[src/sv/assert_macros.svh]
// Assertion macros for the RTL files that check their own behavior.
`ifndef ASSERT_MACROS_SVH
`define ASSERT_MACROS_SVH

// Same-cycle implication, disabled during reset.
`define ASSERT_IMPLIES(label, clk, rst, ante, cons, msg) \
  label: assert property (@(posedge clk) disable iff (rst) (ante) |-> (cons)) \
    else $error(msg);

// Next-cycle implication, disabled during reset.
`define ASSERT_NEXT(label, clk, rst, ante, cons, msg) \
  label: assert property (@(posedge clk) disable iff (rst) (ante) |=> (cons)) \
    else $error(msg);

`endif

[src/sv/rapq_pkg.sv]
// Shared widths, op codes and controller/datapath command and status types.
package rapq_pkg;

  localparam int LEAF_W = 11;
  localparam int DATA_W = 32;
  localparam int OP_W   = 2;

  localparam logic [LEAF_W-1:0] LEAF_COUNT_RESET = 11'd1024;

  localparam logic [OP_W-1:0] OP_CLEAR = 2'd0;
  localparam logic [OP_W-1:0] OP_ADD   = 2'd1;
  localparam logic [OP_W-1:0] OP_QUERY = 2'd2;

  typedef struct packed {
    logic load;        // latch a request and start at the root
    logic clear_step;  // zero one tag entry of the sweep
    logic visit_read;  // read the tag of a covered node
    logic go_left;     // descend to the left child
    logic go_right;    // descend to the right child
    logic push_right;  // save the right child for later
    logic pop;         // resume at the saved node
    logic add_write;   // write back tag plus add value
    logic q_read;      // read the tag on the query path
    logic q_acc;       // accumulate the tag just read
    logic out_load;    // move the path sum to the output register
  } dp_cmd_t;

  typedef struct packed {
    logic oob;          // node index beyond the tag store
    logic covered;      // node span lies inside the add range
    logic leaf;         // node spans a single position
    logic want_left;    // add range reaches the left half
    logic want_right;   // add range reaches the right half
    logic query_right;  // query position lies in the right half
    logic range_empty;  // clipped add range holds nothing
    logic stack_empty;
    logic clear_last;   // sweep is at its last entry
    logic out_free;     // output register can take a result
  } dp_status_t;

endpackage

[src/sv/rapq_ctrl.sv]
// Controller state machine sequencing clear sweeps, range adds and point queries.
module rapq_ctrl (
  input  logic                 clk,
  input  logic                 rst,
  input  logic                 in_valid,
  input  logic [rapq_pkg::OP_W-1:0] op,
  output logic                 in_ready,
  input  rapq_pkg::dp_status_t st,
  output rapq_pkg::dp_cmd_t    cmd
);
  import rapq_pkg::*;

  localparam logic [2:0] S_CLEAR = 3'd0;
  localparam logic [2:0] S_IDLE  = 3'd1;
  localparam logic [2:0] S_VISIT = 3'd2;
  localparam logic [2:0] S_ADD   = 3'd3;
  localparam logic [2:0] S_QREAD = 3'd4;
  localparam logic [2:0] S_QACC  = 3'd5;
  localparam logic [2:0] S_QDONE = 3'd6;

  logic [2:0] state;
  logic [2:0] state_next;

  assign in_ready = (state == S_IDLE);

  always_comb begin
    cmd        = '0;
    state_next = state;
    case (state)
      S_CLEAR: begin
        cmd.clear_step = 1'b1;
        if (st.clear_last) begin
          state_next = S_IDLE;
        end
      end
      S_IDLE: begin
        if (in_valid) begin
          cmd.load = 1'b1;
          case (op)
            OP_CLEAR: state_next = S_CLEAR;
            OP_ADD:   state_next = S_VISIT;
            OP_QUERY: state_next = S_QREAD;
            default:  state_next = S_IDLE;
          endcase
        end
      end
      S_VISIT: begin
        if (st.range_empty || st.oob || (!st.covered && st.leaf)) begin
          // nothing to do here: resume a saved node or finish
          if (st.stack_empty) begin
            state_next = S_IDLE;
          end else begin
            cmd.pop = 1'b1;
          end
        end else if (st.covered) begin
          cmd.visit_read = 1'b1;
          state_next     = S_ADD;
        end else if (st.want_left) begin
          cmd.go_left    = 1'b1;
          cmd.push_right = st.want_right;
        end else begin
          cmd.go_right = 1'b1;
        end
      end
      S_ADD: begin
        cmd.add_write = 1'b1;
        if (st.stack_empty) begin
          state_next = S_IDLE;
        end else begin
          cmd.pop    = 1'b1;
          state_next = S_VISIT;
        end
      end
      S_QREAD: begin
        if (st.oob) begin
          state_next = S_QDONE;
        end else begin
          cmd.q_read = 1'b1;
          state_next = S_QACC;
        end
      end
      S_QACC: begin
        cmd.q_acc = 1'b1;
        if (st.leaf) begin
          state_next = S_QDONE;
        end else begin
          cmd.go_right = st.query_right;
          cmd.go_left  = !st.query_right;
          state_next   = S_QREAD;
        end
      end
      S_QDONE: begin
        // hold until the output register is free
        if (st.out_free) begin
          cmd.out_load = 1'b1;
          state_next   = S_IDLE;
        end
      end
      default: state_next = S_IDLE;
    endcase
  end

  always_ff @(posedge clk) begin
    if (rst) begin
      state <= S_CLEAR;
    end else begin
      state <= state_next;
    end
  end

endmodule

[config.mk]
export PLATFORM = sky130hd
export DESIGN_NAME = rapq_ctrl
export DESIGN_NICKNAME = d
export VERILOG_FILES = /design/src/sv/assert_macros.svh /design/src/sv/rapq_pkg.sv /design/src/sv/rapq_ctrl.sv
export SDC_FILE = /design/constraint.sdc
export NUM_CORES = 1
export LEC_CHECK = 0
export BUFFER_PORTS_ARGS = -buffer_cell sky130_fd_sc_hd__clkbuf_2
export CELL_PAD_IN_SITES_DETAIL_PLACEMENT = 1
export CELL_PAD_IN_SITES_GLOBAL_PLACEMENT = 1
export CORE_MARGIN = 3
export CORE_UTILIZATION = 26
export CTS_BUF_LIST = sky130_fd_sc_hd__clkbuf_4 sky130_fd_sc_hd__clkbuf_8 sky130_fd_sc_hd__clkbuf_16
export DETAILED_ROUTE_END_ITERATION = 10
export PLACE_DENSITY = 0.71
export RECOVER_POWER = 50
export SETUP_SLACK_MARGIN = 0.15
export SYNTH_ARGS = -nofsm -noshare
export SYNTH_HDL_FRONTEND = slang
export SYNTH_SLANG_ARGS = --single-unit
[constraint.sdc]
create_clock -name clk -period 1.47 [get_ports clk]
set_input_delay 0.147 -clock clk [delete_from_list [all_inputs] [get_ports clk]]
set_output_delay 0.147 -clock clk [all_outputs]
set_load 0.05 [all_outputs]
==> results.md, run 1 <==
- The flow did not finish.
- The stage where the flow stopped is global routing (5_1_grt).
- The tool reported: "[ERROR DPL-0033] detailed placement checks failed during check placement".
- The number of I/O port buffers is 26.
- After detailed placement, the total cell area comes to about 670 um^2.
- The average instance area after synthesis is ~7.7 um^2.
- The synthesized netlist occupies a cell area of approximately 410 um^2.
- The post-synthesis share of cell area spent on and, or, nand and nor gates is 42.8%.
- The worst setup endpoint after the global-route repair_timing is cmd[5].
- The routability congestion estimate from global placement is 0.815.
- The fraction of synthesis flops using an asynchronous set or reset pin is 0%.
- The number of synthesized register bits is 3.
- The post-synthesis net count is 68.
- The area share of fa/ha/maj cells after synthesis is 0%.
- After synthesis, the share of cell area in mux cells is under 10%.
- The most used flip-flop cell after synthesis is dfxtp_1.
- The initialized floorplan defines 13 standard-cell rows.
- The initial antenna violation count was 0.
- The longest clock path from root to sink contains 2 buffers.
- In this run the horizontal extent of the chip is about 46 um.
- The number of placed instances, taps included, is 102.
- The register area share after synthesis is between 10 and 15%.
- The TritonCTS buffer count is 3.
- The H-tree level count is 1.
- During synthesis, Yosys emitted a total of 0 warnings.
- The cell at the root of the clock tree is clkbuf_4.
- The kind of the worst endpoint is an output port.
- In the synthesized netlist, the number of instances is 53.
- The number of enable flip-flop cells after synthesis is 0.
- The xor and xnor fraction of the mapped netlist area is 0%.
- For this design the top-level I/O count stands at 27.
- The count of distinct cell types in the synthesized netlist is 34.
- The tree built by TritonCTS fans out to 3 sinks.
- The post-synthesis compound-gate area fraction is around a third.
- The dominant combinational cell family by area after synthesis is simple AND/OR/NAND/NOR gates.
- The initial utilization of the core area, before any placement, comes to between 20% and 30%.
- The largest net degree at the start of global routing is 8.
- Detailed placement finished with a half-perimeter wire length of ~1.3 mm.
- The chip height is roughly 46 um.
[logic make-up after synthesis]
kind of cell    after synthesis
compound gates               16
buf+inv                       6
flops                         3
mux                           1
simple gates                 27
[metrics by stage]
step	hold WS, ns	setup WS [ns]
after floorplan	0.209	-0.0191
after CTS	0.0864	-0.0412
after detailed placement	0.358	0.0234
after global placement	0.355	0.0386
[synthesized netlist by cell type (2+ instances only)]
library cell	number	area share [%]
a21oi_1	2	2.5
a22o_1	2	4.3
buf_2	2	2.5
and3_1	2	3.1
nor3_1	4	4.9
o221ai_1	2	4.3
nand2b_1	2	3.1
nand2_1	3	2.8
inv_1	3	2.8
dfxtp_1	3	15
nor2b_1	2	3.1
nor2_1	4	3.7
[timing repair]
action	4_1_cts
hold buffers	0
resized for setup	42
pin swaps	10
buffers inserted	9
gates cloned	0
setup endpoints to repair	14
==> run 2: changes to the inputs <==
Settings changed: CELL_PAD_IN_SITES_DETAIL_PLACEMENT 1 to default, CELL_PAD_IN_SITES_GLOBAL_PLACEMENT 1 to default, CORE_AREA from default to 3 3 64 66, CORE_MARGIN 3 to default, CORE_UTILIZATION 26 to default, CTS_BUF_LIST sky130_fd_sc_hd__clkbuf_4 sky130_fd_sc_hd__clkbuf_8 sky130_fd_sc_hd__clkbuf_16 to default, DIE_AREA from default to 0 0 67 69, PLACE_DENSITY 0.71 to default, PLACE_DENSITY_LB_ADDON from default to 0.15, SETUP_SLACK_MARGIN 0.15 to default.
==> results.md, run 2 <==
- The post-placement cell area is around 700 um^2.
- The routability congestion estimate from global placement is 0.693.
- The flip-flop count of the largest register after layout is 3.
- The register area share after synthesis is between 10 and 15%.
- The placed instance count is approximately 140.
- The final reports fail on negative setup slack.
- 0 antenna diodes ended up in the layout.
- The time the worst path needs with I/O delays and setup is 1.48 ns.
- At the worst endpoint, the arrival time is approximately 1.3 ns.
- The max capacitance violation total is 0.
- Once detail routing completed, the nets flagged for antenna violations numbered 0.
- In this run the number of H-tree levels came out at 1.
- In this run the worst path has a maximum fanout of 8.
- The finished layout holds approximately 140 standard cells, fillers aside.
- For this run, the total global-route usage over all layers was measured as about 7.3%.
- In this run the horizontal extent of the chip is around 67 um.
- The initial antenna violation count is 0.
- The via count of the first global-routing pass came to 577.
- The power density over the cells is roughly 1300 nW/um^2.
- The fmax is a little under 700 MHz.
- The clock network burns 19.9% of the power.
- The chip height is ~69 um.
- The number of I/O port buffers is 26.
- The maximum buffer depth of the clock tree is 2.
- OpenSTA, run right after detailed placement, puts the worst setup slack at -0.0774 ns.
- Of the total power, the share spent switching nets is between 40% and 50%.
- The row count is 22.
- The TritonCTS buffer count is 3.
- The master of the slowest instance on the critical path is dfxtp_4.
- The net count of the finished layout is about 110.
- The setup clock skew after layout is approximately 0.0047 ns.
- The gate count of the mapped netlist is 53.
- Per report_power, the combinational group accounts for between 60% and 70% of the total.
- For this run, the leading register cell type out of synthesis is dfxtp_1.
- The wire length of the first global-routing pass is approximately 2.7 mm.
- The area enclosed by the die boundary is between 4000 and 5000 um^2.
- The post-synthesis net count is a little under 70.
- Across all hold checks on the routed design, the worst slack comes to about 0.13 ns.
- The count of warnings emitted by yosys is 0.
- After layout, the worst setup slack is -0.00804 ns.
- Of the post-synthesis cell area, the dominant cell type holds between 10% and 20%.
- Setup repair after global routing could not meet its margin everywhere.
- The peak supply drop is between 0.4 and 0.5 mV.
- At the pin with the least slew margin, the transition time is between 0.3 and 0.4 ns.
- The worst min-delay path category is in2reg.
- The kind of launch point of the worst setup path is a flip-flop.
- The cell type contributing the most total cell area after synthesis is dfxtp_1.
- The wire length after detailed routing is around 1.6 mm.
- Ranked by flip-flop count, first place goes to state.
- The clock sink total is 3.
- The signal on the critical path passes through nor4_4 -> buf_4 -> and3_4 -> clkbuf_16.
- Adding up every negative setup slack in the final design gives -0.00804 ns.
- Summed over all nets, the half-perimeter wirelength after detailed placement is between 1 and 1.5 mm.
- The delay of the slowest cell on the worst path is ~0.37 ns.
- The cell at the root of the clock tree is clkbuf_8.
- The largest net degree at the start of global routing is 9.
- The post-detailed-route wirelength per cell is approximately 11 um.
- The number of slew-limit violations in the final report is 0.
- The internal power of the cells totals about 640 uW.
- The critical path required time is 1.32 ns.
- The first detailed-routing pass ran for 4 iterations.
- Yosys attributes the largest share of cell area to dfxtp_1 15%, nor3_1 4.9%, a22o_1 4.3%, o221ai_1 4.3%, a221oi_2 3.7%.
- The synthesis-to-finish area growth is 118%.
- Once the floorplan was initialized, standard cells occupied ~11% of the core.
- The headroom to the max-slew limit is ~78%.
- The detailed-route DRC error count is 0.
- The total net switching power is roughly 540 uW.
- The clock latency reported for the late side of the worst-skew pair is between 0.2 and 0.25 ns.
- TritonCTS built the clock tree.
- Leaving out fill and tap cells, the most frequent cells in the layout are 18 x clkbuf_2, 15 x buf_4, 4 x nor2_1, 4 x clkbuf_8.
- Global routing finished with a remaining overflow of 0.
- Of the total power, registers draw about 14%.
- The detailed-route vias per instance is 3.99.
- The critical path is of the reg2out type.
- Counting flops with a built-in enable in the synthesized netlist gives 0.
- The static leakage is 0.386 nW.
- The detailed-route via count is 574.
- Counting flops and latches in the post-synthesis netlist gives 3.
- In the synthesized netlist the async set-or-reset flop fraction comes to 0%.
- In this run the count of I/O pins placed on the die edge is 27.
- The mapped netlist covers slightly above 400 um^2.
- The detailed router's first-iteration violation count is 2.
- The average instance area after synthesis is around 7.7 um^2.
- The largest registers in the layout are state: 3 flops.
- After synthesis, the netlist uses 34 different library cells.
- The share of cells above drive strength 1 is roughly 67%.
- The run finished, with violations left.
- The count of final setup violators is 1.
- Clock-pin slew was measured on the worst setup and hold paths at 0.03 ns.
- The library cell used most frequently in the layout, excluding fill and tap cells, is clkbuf_2.
- The number of hold violations in the final report is 0.
- The number of buffers and inverters on the critical path is 2.
- For this design, the CTS-stage hold fixing added 0 buffers.
- The worst setup path is captured at an output port.
- The total power is around 1.2 mW.
- After synthesis, the most frequently instantiated cells are 4 x nor2_1, 4 x nor3_1, 3 x dfxtp_1, 3 x inv_1, 3 x nand2_1.
- At the end of the flow the core is filled with cells to 24.4%.
- The post-route cell area is slightly below 900 um^2.
- In the finished design, the share of the clock period the worst path needs comes to 101%.
- The kind of cell with the highest combined delay on the critical path is simple AND/OR/NAND/NOR gates.
- In this run the standard cell core region covers between 3000 and 4000 um^2.
run 2: cell counts after synthesis:
No cell type changed its count.
run 2: repair_timing:
item	4_1_cts	5_1_grt
endpoints found under the setup margin	7	11
pin swaps	3	5
resized for setup	17	15
setup buffers	3	2
run 2: path summary, 6_finish.rpt:
check	from	end	slack, ns	cells after the start
max	state[0]$_SDFFE_PP0P_	cmd[5]	-0.008	4
min	rst	state[1]$_SDFFE_PP0P_	0.13	2
max reg2reg	state[2]$_SDFFE_PP0P_	state[1]$_SDFFE_PP0P_	0.07	6
min reg2reg	state[0]$_SDFFE_PP0P_	state[0]$_SDFFE_PP0P_	0.68	3
run 2: area by class of cell:
| class | count | area (um^2) |
|---|---|---|
| flip-flops and latches | 3 | 66.3 |
| repair buffers | 42 | 318 |
| fillers | 411 | 2750 |
| inverters | 3 | 11.3 |
| clock buffers | 4 | 45.0 |
| multi-input cells | 44 | 387 |
| well taps | 48 | 60.1 |
run 2: cells by family after synthesis:
group | Yosys count | share of synthesized area, %
and+or+nand+nor | 27 | 42.8
AOI/OAI and AO/OA | 16 | 33.8
buffers and inverters | 6 | 6.15
DFF | 3 | 14.8
muxes | 1 | 2.46
run 2: routing by layer:
layer / vias up / wire length [um] / share of wire [%] / track usage [%]
met4: 0 / 0 / 0 / 3.38
met3: 0 / 58 / 3.7 / 1.47
met5: - / 0 / 0 / 0
met1: 271 / 638 / 40 / 8.15
li1: 294 / - / - / -
met2: 9 / 879 / 56 / 12.7
run 2: power groups by stage:
stage | Clock (mW) | Sequential (mW) | Combinational (mW)
global placement | 0 | 0.163 | 0.705
finish | 0.236 | 0.167 | 0.783
CTS | 0.247 | 0.163 | 0.765
detailed placement | 0 | 0.161 | 0.693
global route | 0.253 | 0.174 | 0.845
floorplan | 0 | 0.141 | 0.493
Power figures use the tool's default switching activity.
==> run 3: changes to the inputs <==
Settings changed: PLACE_DENSITY_LB_ADDON 0.15 to 0.25.
==> results.md, run 3 (synthesized netlist as in run 2, its figures left out) <==
- The run finished, with violations left.
- The checks that failed: negative setup slack.
- Counting I/O delays and the setup requirement, the final critical path takes 1.48 ns.
- The signal on the critical path passes through nor4_4 -> buf_4 -> and3_4 -> clkbuf_16.
- Of the total power, the clock network draws about a fifth.
- In the final layout, the registers with the most flip-flops are state: 3 flops.
- After legalization and detailed placement, the total HPWL measured between 1 and 1.5 mm.
- The largest individual stage delay along the critical path comes from the cell dfxtp_4.
- Counting along the longest clock path gives a buffer depth of 2.
- The global-route total usage across every layer is about 7%.
- The post-detailed-route count of antenna-violating nets is 0.
- The peak supply drop is between 0.2 and 0.25 mV.
- The hold buffer count at CTS is 0.
- For hold timing, the worst endpoint is state[1]$_SDFFE_PP0P_.
- Counting both buffers and inverters, the worst setup path holds a total of 2.
- In this run, the number of DRC markers left after iteration 0 of detailed routing was 6.
- The arrival time of data at the critical path endpoint is around 1.3 ns.
- The wire length after detailed routing is ~1.6 mm.
- The worst setup path is captured at an output port.
- The first global-routing pass estimated 2.62 mm of wire.
- For the pin with the worst max-slew slack, the measured transition is roughly 0.33 ns.
- The core utilization of the finished layout is 24.6%.
- The worst-case setup margin in the final layout is -0.00621 ns.
- Of all nets on the critical path, the largest fanout is 7.
- The die is between 60 and 70 um wide.
- For this run, the detailed router's first-pass iteration total came to 2.
- The setup clock skew after layout is 0.000905 ns.
- The number of hold violations in the final report was 0.
- Sequential cells account for about 14% of the total power.
- The worst path uses 100% of the clock period.
- The area of the multi-input gates is approximately 390 um^2.
- Net switching is a little under half of the power.
- 0 antenna diodes ended up in the layout.
- The total net switching power is between 500 and 600 uW.
- The headroom to the max-slew limit is roughly 78%.
- The register with the most flip-flops is state.
- The filler cells instantiated in the layout total 416.
- In this run the clock root is driven by a clkbuf_8.
- The row count is 22.
- The clock transition at the register clock pins on the worst setup and hold paths after CTS is roughly 0.03 ns.
- The initial antenna violation count came to 0.
- The worst register-to-register path ends at state[1]$_SDFFE_PP0P_.
- For this design the static power due to leakage is approximately 0.38 nW.
- The routability congestion estimate from global placement is ~0.75.
- Across all register-to-register paths, the minimum setup slack is 0.06 ns.
- In this run the number of H-tree levels came out at 1.
- The total power is about 1.2 mW.
- Setup repair after global routing could not meet its margin everywhere.
- In the routed layout, each cell is associated on average with a via count of slightly above 4.
- Per report_power, the combinational group accounts for ~66% of the total.
- The detailed-route DRC error count is 0.
- Port buffering added 26 buffers.
- The TritonCTS buffer count is 3.
- Compared with the post-synthesis result, the final layout area differs by 120%.
- TritonCTS built the clock tree.
- The kind of cell with the highest combined delay on the critical path is simple AND/OR/NAND/NOR gates.
- Entering global routing, the biggest net connects 9 pins.
- The chip height is between 60 and 70 um.
- The min-delay analysis places its worst path in the category in2reg.
- The worst setup path category is reg2out.
- The power density over the cells is about 1400 nW/um^2.
- The fmax is between 600 and 700 MHz.
- The number of slew-limit violations in the final report was 0.
- Across the whole layout, storage elements account for 68.8 um^2.
- The startpoint identified for the worst hold timing path is rst.
- For the worst-skew pair, the clock arrives at the later sink with an insertion delay of between 0.2 and 0.25 ns.
- The number of I/O pins is 27.
- The delay of the slowest cell on the worst path is between 0.3 and 0.4 ns.
- The max capacitance violation total is 0.
- The number of cells on the worst hold path is 2.
- The tree built by TritonCTS fans out to 3 sinks.
- The source of the worst register-to-register timing path is state[0]$_SDFFE_PP0P_.
- The via count of the first global-routing pass came to 600.
- Once the floorplan was initialized, standard cells occupied between 10% and 20% of the core.
- The kind of launch point of the worst setup path is a flip-flop.
- The floorplan step defined a die boundary enclosing 4620 um^2.
- The detailed router placed around 590 vias in this run.
- The register with the most flip-flops in the layout has 3 of them.
- The logic depth of the worst setup path including buffers is 4.
- For the worst setup path, the data required time is about 1.3 ns.
- The post-detailed-route wirelength per cell is about 11 um.
- The share of cells above drive strength 1 is around two thirds.
- The count of final setup violators is 1.
- The top cell types in the final layout, fill and taps aside, are 18 x clkbuf_2, 13 x buf_4, 4 x nor2_1, 4 x clkbuf_8, 4 x buf_8.
- Global routing finished with a remaining overflow of 0.
- The core outline area is around 3600 um^2.
- In the final design database the tool counted 111 nets.
- The most frequent standard cell in the layout excluding fill and tap cells is clkbuf_2.
- The number of cells on the worst reg-to-reg path is 5.
- The internal portion of the total power is 650 uW.
run 3: worst register-to-register path, stage by stage, from the launching register on:
cell	delay [ns]
dfxtp_4	0.37
buf_4	0.15
nor4bb_1	0.35
a21oi_2	0.10
o221a_1	0.15
a221oi_2	0.19
run 3: timing repair:
item	CTS	global route
pin swaps	2	4
setup buffers	3	1
setup endpoints to repair	6	10
gates resized for setup	18	16
run 3: worst max-delay path by stage:
stage,from,end,slack (ns)
global placement,state[1]$_SDFFE_PP0P_,cmd[5],0.03
floorplan,state[1]$_SDFFE_PP0P_,cmd[2],-0.20
global route,state[0]$_SDFFE_PP0P_,cmd[5],-0.05
detailed placement,state[1]$_SDFFE_PP0P_,cmd[5],-0.003
CTS,state[0]$_SDFFE_PP0P_,cmd[5],-0.02
finish,state[0]$_SDFFE_PP0P_,cmd[5],-0.006
run 3: area by class of cell:
cell class / count / share of cell area [%]
clock buffer: 4 / 5.04
inverter: 3 / 1.26
multi-input combinational: 44 / 44.0
sequential: 3 / 7.70
tap: 48 / 6.72
timing repair buffer: 41 / 35.3
run 3: power by group through the flow:
stage | registers [mW] | clock network [mW] | logic (mW)
2_1_floorplan | 0.141 | 0 | 0.493
3_3_place_gp | 0.159 | 0 | 0.673
3_5_place_dp | 0.160 | 0 | 0.676
4_1_cts | 0.156 | 0.244 | 0.769
5_1_grt | 0.172 | 0.253 | 0.859
6_report | 0.168 | 0.238 | 0.803
run 3: metrics by stage:
stage                     instances  setup TNS, ns  setup WS (ns)  instance area, um^2  hold slack (ns)
after floorplan                  53         -0.316         -0.195                  443            0.209
after global placement          135              0         0.0250                  702            0.358
after detailed placement        135       -0.00324       -0.00324                  702            0.355
after CTS                       142        -0.0261        -0.0216                  855            0.122
after global routing            143         -0.129        -0.0532                  893            0.123
final                           143       -0.00621       -0.00621                  893            0.124
run 3: metal layers:
layer	wire length, um	track usage, %	part of all wire, %
met2	822	12.4	51
met3	93	2.28	5.8
met5	0	0	0
met1	672	7.56	42
met4	12	3.38	0.75
==> run 4: changes to the inputs <==
Settings changed: CELL_PAD_IN_SITES_DETAIL_PLACEMENT from default to 1, CELL_PAD_IN_SITES_GLOBAL_PLACEMENT from default to 1.
==> results.md, run 4 (synthesized netlist as in run 2, its figures left out) <==
- The run finished with clean final reports.
- The area of the multi-input gates is between 400 and 500 um^2.
- The arrival time of data at the critical path endpoint is approximately 1.3 ns.
- The detailed router's first-iteration violation count is 11.
- Counting the buffers created by CTS gives 3.
- The clock network accounts for between 10% and 20% of the total power.
- The post-detailed-route wirelength per cell is 11.8 um.
- The total net switching power is between 500 and 600 uW.
- Relative to the synthesized area, the layout overhead comes to 124%.
- The repair_antennas step left the layout with diodes totalling 0.
- The post-placement cell area is ~700 um^2.
- The global routing usage on met1 is under 10%.
- Measured along the y axis, the die boundary spans 69 um.
- Net switching is 46.6% of the power.
- At the end of the flow, the number of nets in the layout was 110.
- The layout filler cell count is around 430.
- Setup repair after global routing could not meet its margin everywhere.
- The worst register-to-register path begins at state[0]$_SDFFE_PP0P_.
- For this run, global-route usage on met2 was measured as between 10% and 20%.
- For this run, global-route usage on met3 was measured as 1.79%.
- In this run, flip-flops and latches consume between 10% and 20% of the power.
- Entering global routing, the biggest net connects 10 pins.
- The detailed-route DRC error count is 0.
- The power density over the cells is ~1300 nW/um^2.
- The critical path starts at state[0]$_SDFFE_PP0P_.
- The finished cells cover just over 900 um^2.
- Wires add up to approximately 1.7 mm.
- The non-filler instance count after layout is 142.
- The congestion estimate from routability-driven global placement came to a little over 0.7.
- The core region is between 3000 and 4000 um^2.
- Total power for the finished layout comes to 1.22 mW.
- The register with the most flip-flops in the layout has 3 of them.
- Clock-pin slew was measured on the worst setup and hold paths at ~0.03 ns.
- In this run the tool buffered the top-level ports with 26 buffer cells.
- The maximum net fanout on the critical path is 6.
- The floorplan die width is between 60 and 70 um.
- The worst-case IR drop observed on VDD is between 0.2 and 0.3 mV.
- The first global-routing pass estimated between 2 and 3 mm of wire.
- The via count of the first global-routing pass was 593.
- The placed instance count is between 100 and 150.
- The total global routing overflow is 0.
- The detailed-route vias per instance is just over 4.
- Global routing consumed, over all layers together, roughly 7.4% of the routing resources.
- In this run the worst hold path is classified as in2reg.
- The cell-internal power is 653 uW.
- In the final timing run, aggregate negative setup slack is 0 ns.
- The register-to-register setup slack is roughly 0.080 ns.
- The row count is 22.
- The most frequent standard cell in the layout excluding fill and tap cells is clkbuf_2.
- The count of nets left with antenna violations once routing finished came out at 0.
- The initial utilization of the core area, before any placement, comes to 11.2%.
- The transition time at the pin with the least slew margin is about 0.29 ns.
- The element type at the critical path end is an output port.
- The register with the most flip-flops is state.
- For the worst setup path, the data required time is approximately 1.3 ns.
- STA classifies the critical path startpoint as a flip-flop.
- The number of cells on the worst reg-to-reg path is 5.
- The post-route netlist has between 60% and 70% of its cells at a drive strength greater than 1.
- In this run the critical register-to-register path is captured at state[1]$_SDFFE_PP0P_.
- The number of cells on the worst hold path is 2.
- The clock latency reported for the late side of the worst-skew pair is 0.21 ns.
- The tool flagged a number of max-cap violations equal to 0.
- The cell at the root of the clock tree is clkbuf_8.
- Leaving out fill and tap cells, the most frequent cells in the layout are 17 x clkbuf_2, 13 x buf_4, 4 x nor2_1, 4 x clkbuf_8, 4 x buf_6.
- The worst setup path category is reg2out.
- The detailed-router iteration count before antenna repair is 3.
- The count of final setup violators is 0.
- After legalization and detailed placement, the total HPWL measured 1.35 mm.
- The worst pin sits at a relative slew slack of between 80% and 90%.
- The clock sink total is 3.
- TritonCTS built the clock tree.
- The sequential cell area is roughly 66 um^2.
- The launch instance of the worst min-delay path is rst.
- In this run the number of H-tree levels came out at 1.
- After layout, the minimum clock period comes to between 1 and 1.5 ns.
- The number of slew-limit violations in the final report came to 0.
- The largest registers in the layout are state: 3 flops.
- The area enclosed by the die boundary is 4620 um^2.
- The path with the worst hold slack has its endpoint at state[1]$_SDFFE_PP0P_.
- Of the available clock period, the critical path in the final layout requires 99.9%.
- Summed over all cells, the static leakage comes to about 0.38 nW.
- The setup clock skew after layout is slightly above 0.0005 ns.
- The core utilization of the finished layout is between 20% and 30%.
- Based on the critical path, the design can be clocked at up to a little under 700 MHz.
- The logic gate share of total power is between 60 and 70%.
- The routed layout has ~580 vias.
- The number of hold violations in the final report is 0.
- The initial antenna violation count is 0.
- The longest clock path from root to sink contains 2 buffers.
- The number of I/O pins is 27.
- The global routing stage identified its most utilized layer as met2.
- Hold repair after CTS inserted 0 buffers.
==> run 4: cell types whose count changed in the layout (fill, tap and decap cells not counted) <==
cell,delta
clkbuf_2,-1
mux2i_4,+1
nor4bb_4,+1
dfxtp_4,-1
mux2i_2,-1
dfxtp_2,+1
buf_2,-2
nor4bb_1,-1
buf_8,-2
clkbuf_4,+1
buf_6,+3
==> run 4: worst max path at each step <==
stage,cells past startpoint,endpoint,slack (ns)
after global routing,4,cmd[5],-0.08
after global placement,5,state[1]$_SDFFE_PP0P_,-0.03
after CTS,4,cmd[5],-0.03
after floorplan,2,cmd[2],-0.20
final,4,cmd[5],0.002
after detailed placement,5,state[1]$_SDFFE_PP0P_,-0.03
==> run 4: per-layer routing <==
| layer | up-vias | routed length (um) |
|---|---|---|
| met4 | 0 | 0 |
| li1 | 292 | - |
| met1 | 268 | 744 |
| met3 | 0 | 84 |
| met2 | 15 | 841 |
| met5 | - | 0 |
==> run 4: what timing repair did <==
action,in CTS,in global routing
setup endpoints to repair,7,13
pin swaps,3,1
resized for setup,17,20
buffers inserted,3,0
==> run 4: final cells by class <==
type / count / area share [%]
clock buffer: 4 / 4.95
inverter: 3 / 1.24
multi-input combinational: 44 / 45.7
sequential: 3 / 7.28
tap: 48 / 6.59
timing repair buffer: 40 / 34.2
==> run 4: power groups by stage <==
| stage | registers, mW | clock network, mW | logic (mW) |
|---|---|---|---|
| floorplan | 0.141 | 0 | 0.493 |
| global placement | 0.158 | 0 | 0.683 |
| detailed placement | 0.158 | 0 | 0.686 |
| CTS | 0.145 | 0.245 | 0.778 |
| global route | 0.160 | 0.256 | 0.889 |
| finish | 0.152 | 0.238 | 0.832 |
==> run 4: metrics by stage <==
stage | hold slack [ns] | setup slack, ns
3_5_place_dp | 0.359 | -0.0321
3_3_place_gp | 0.360 | -0.0344
4_1_cts | 0.133 | -0.0257
2_1_floorplan | 0.209 | -0.195
6_report | 0.128 | 0.00159
5_1_grt | 0.154 | -0.0806
==> run 4: critical path, stage by stage (launching register included) <==
cell and delay [ns]:
dfxtp_4 0.36, nor4_4 0.26, buf_4 0.15, and3_4 0.18
clkbuf_16 0.15
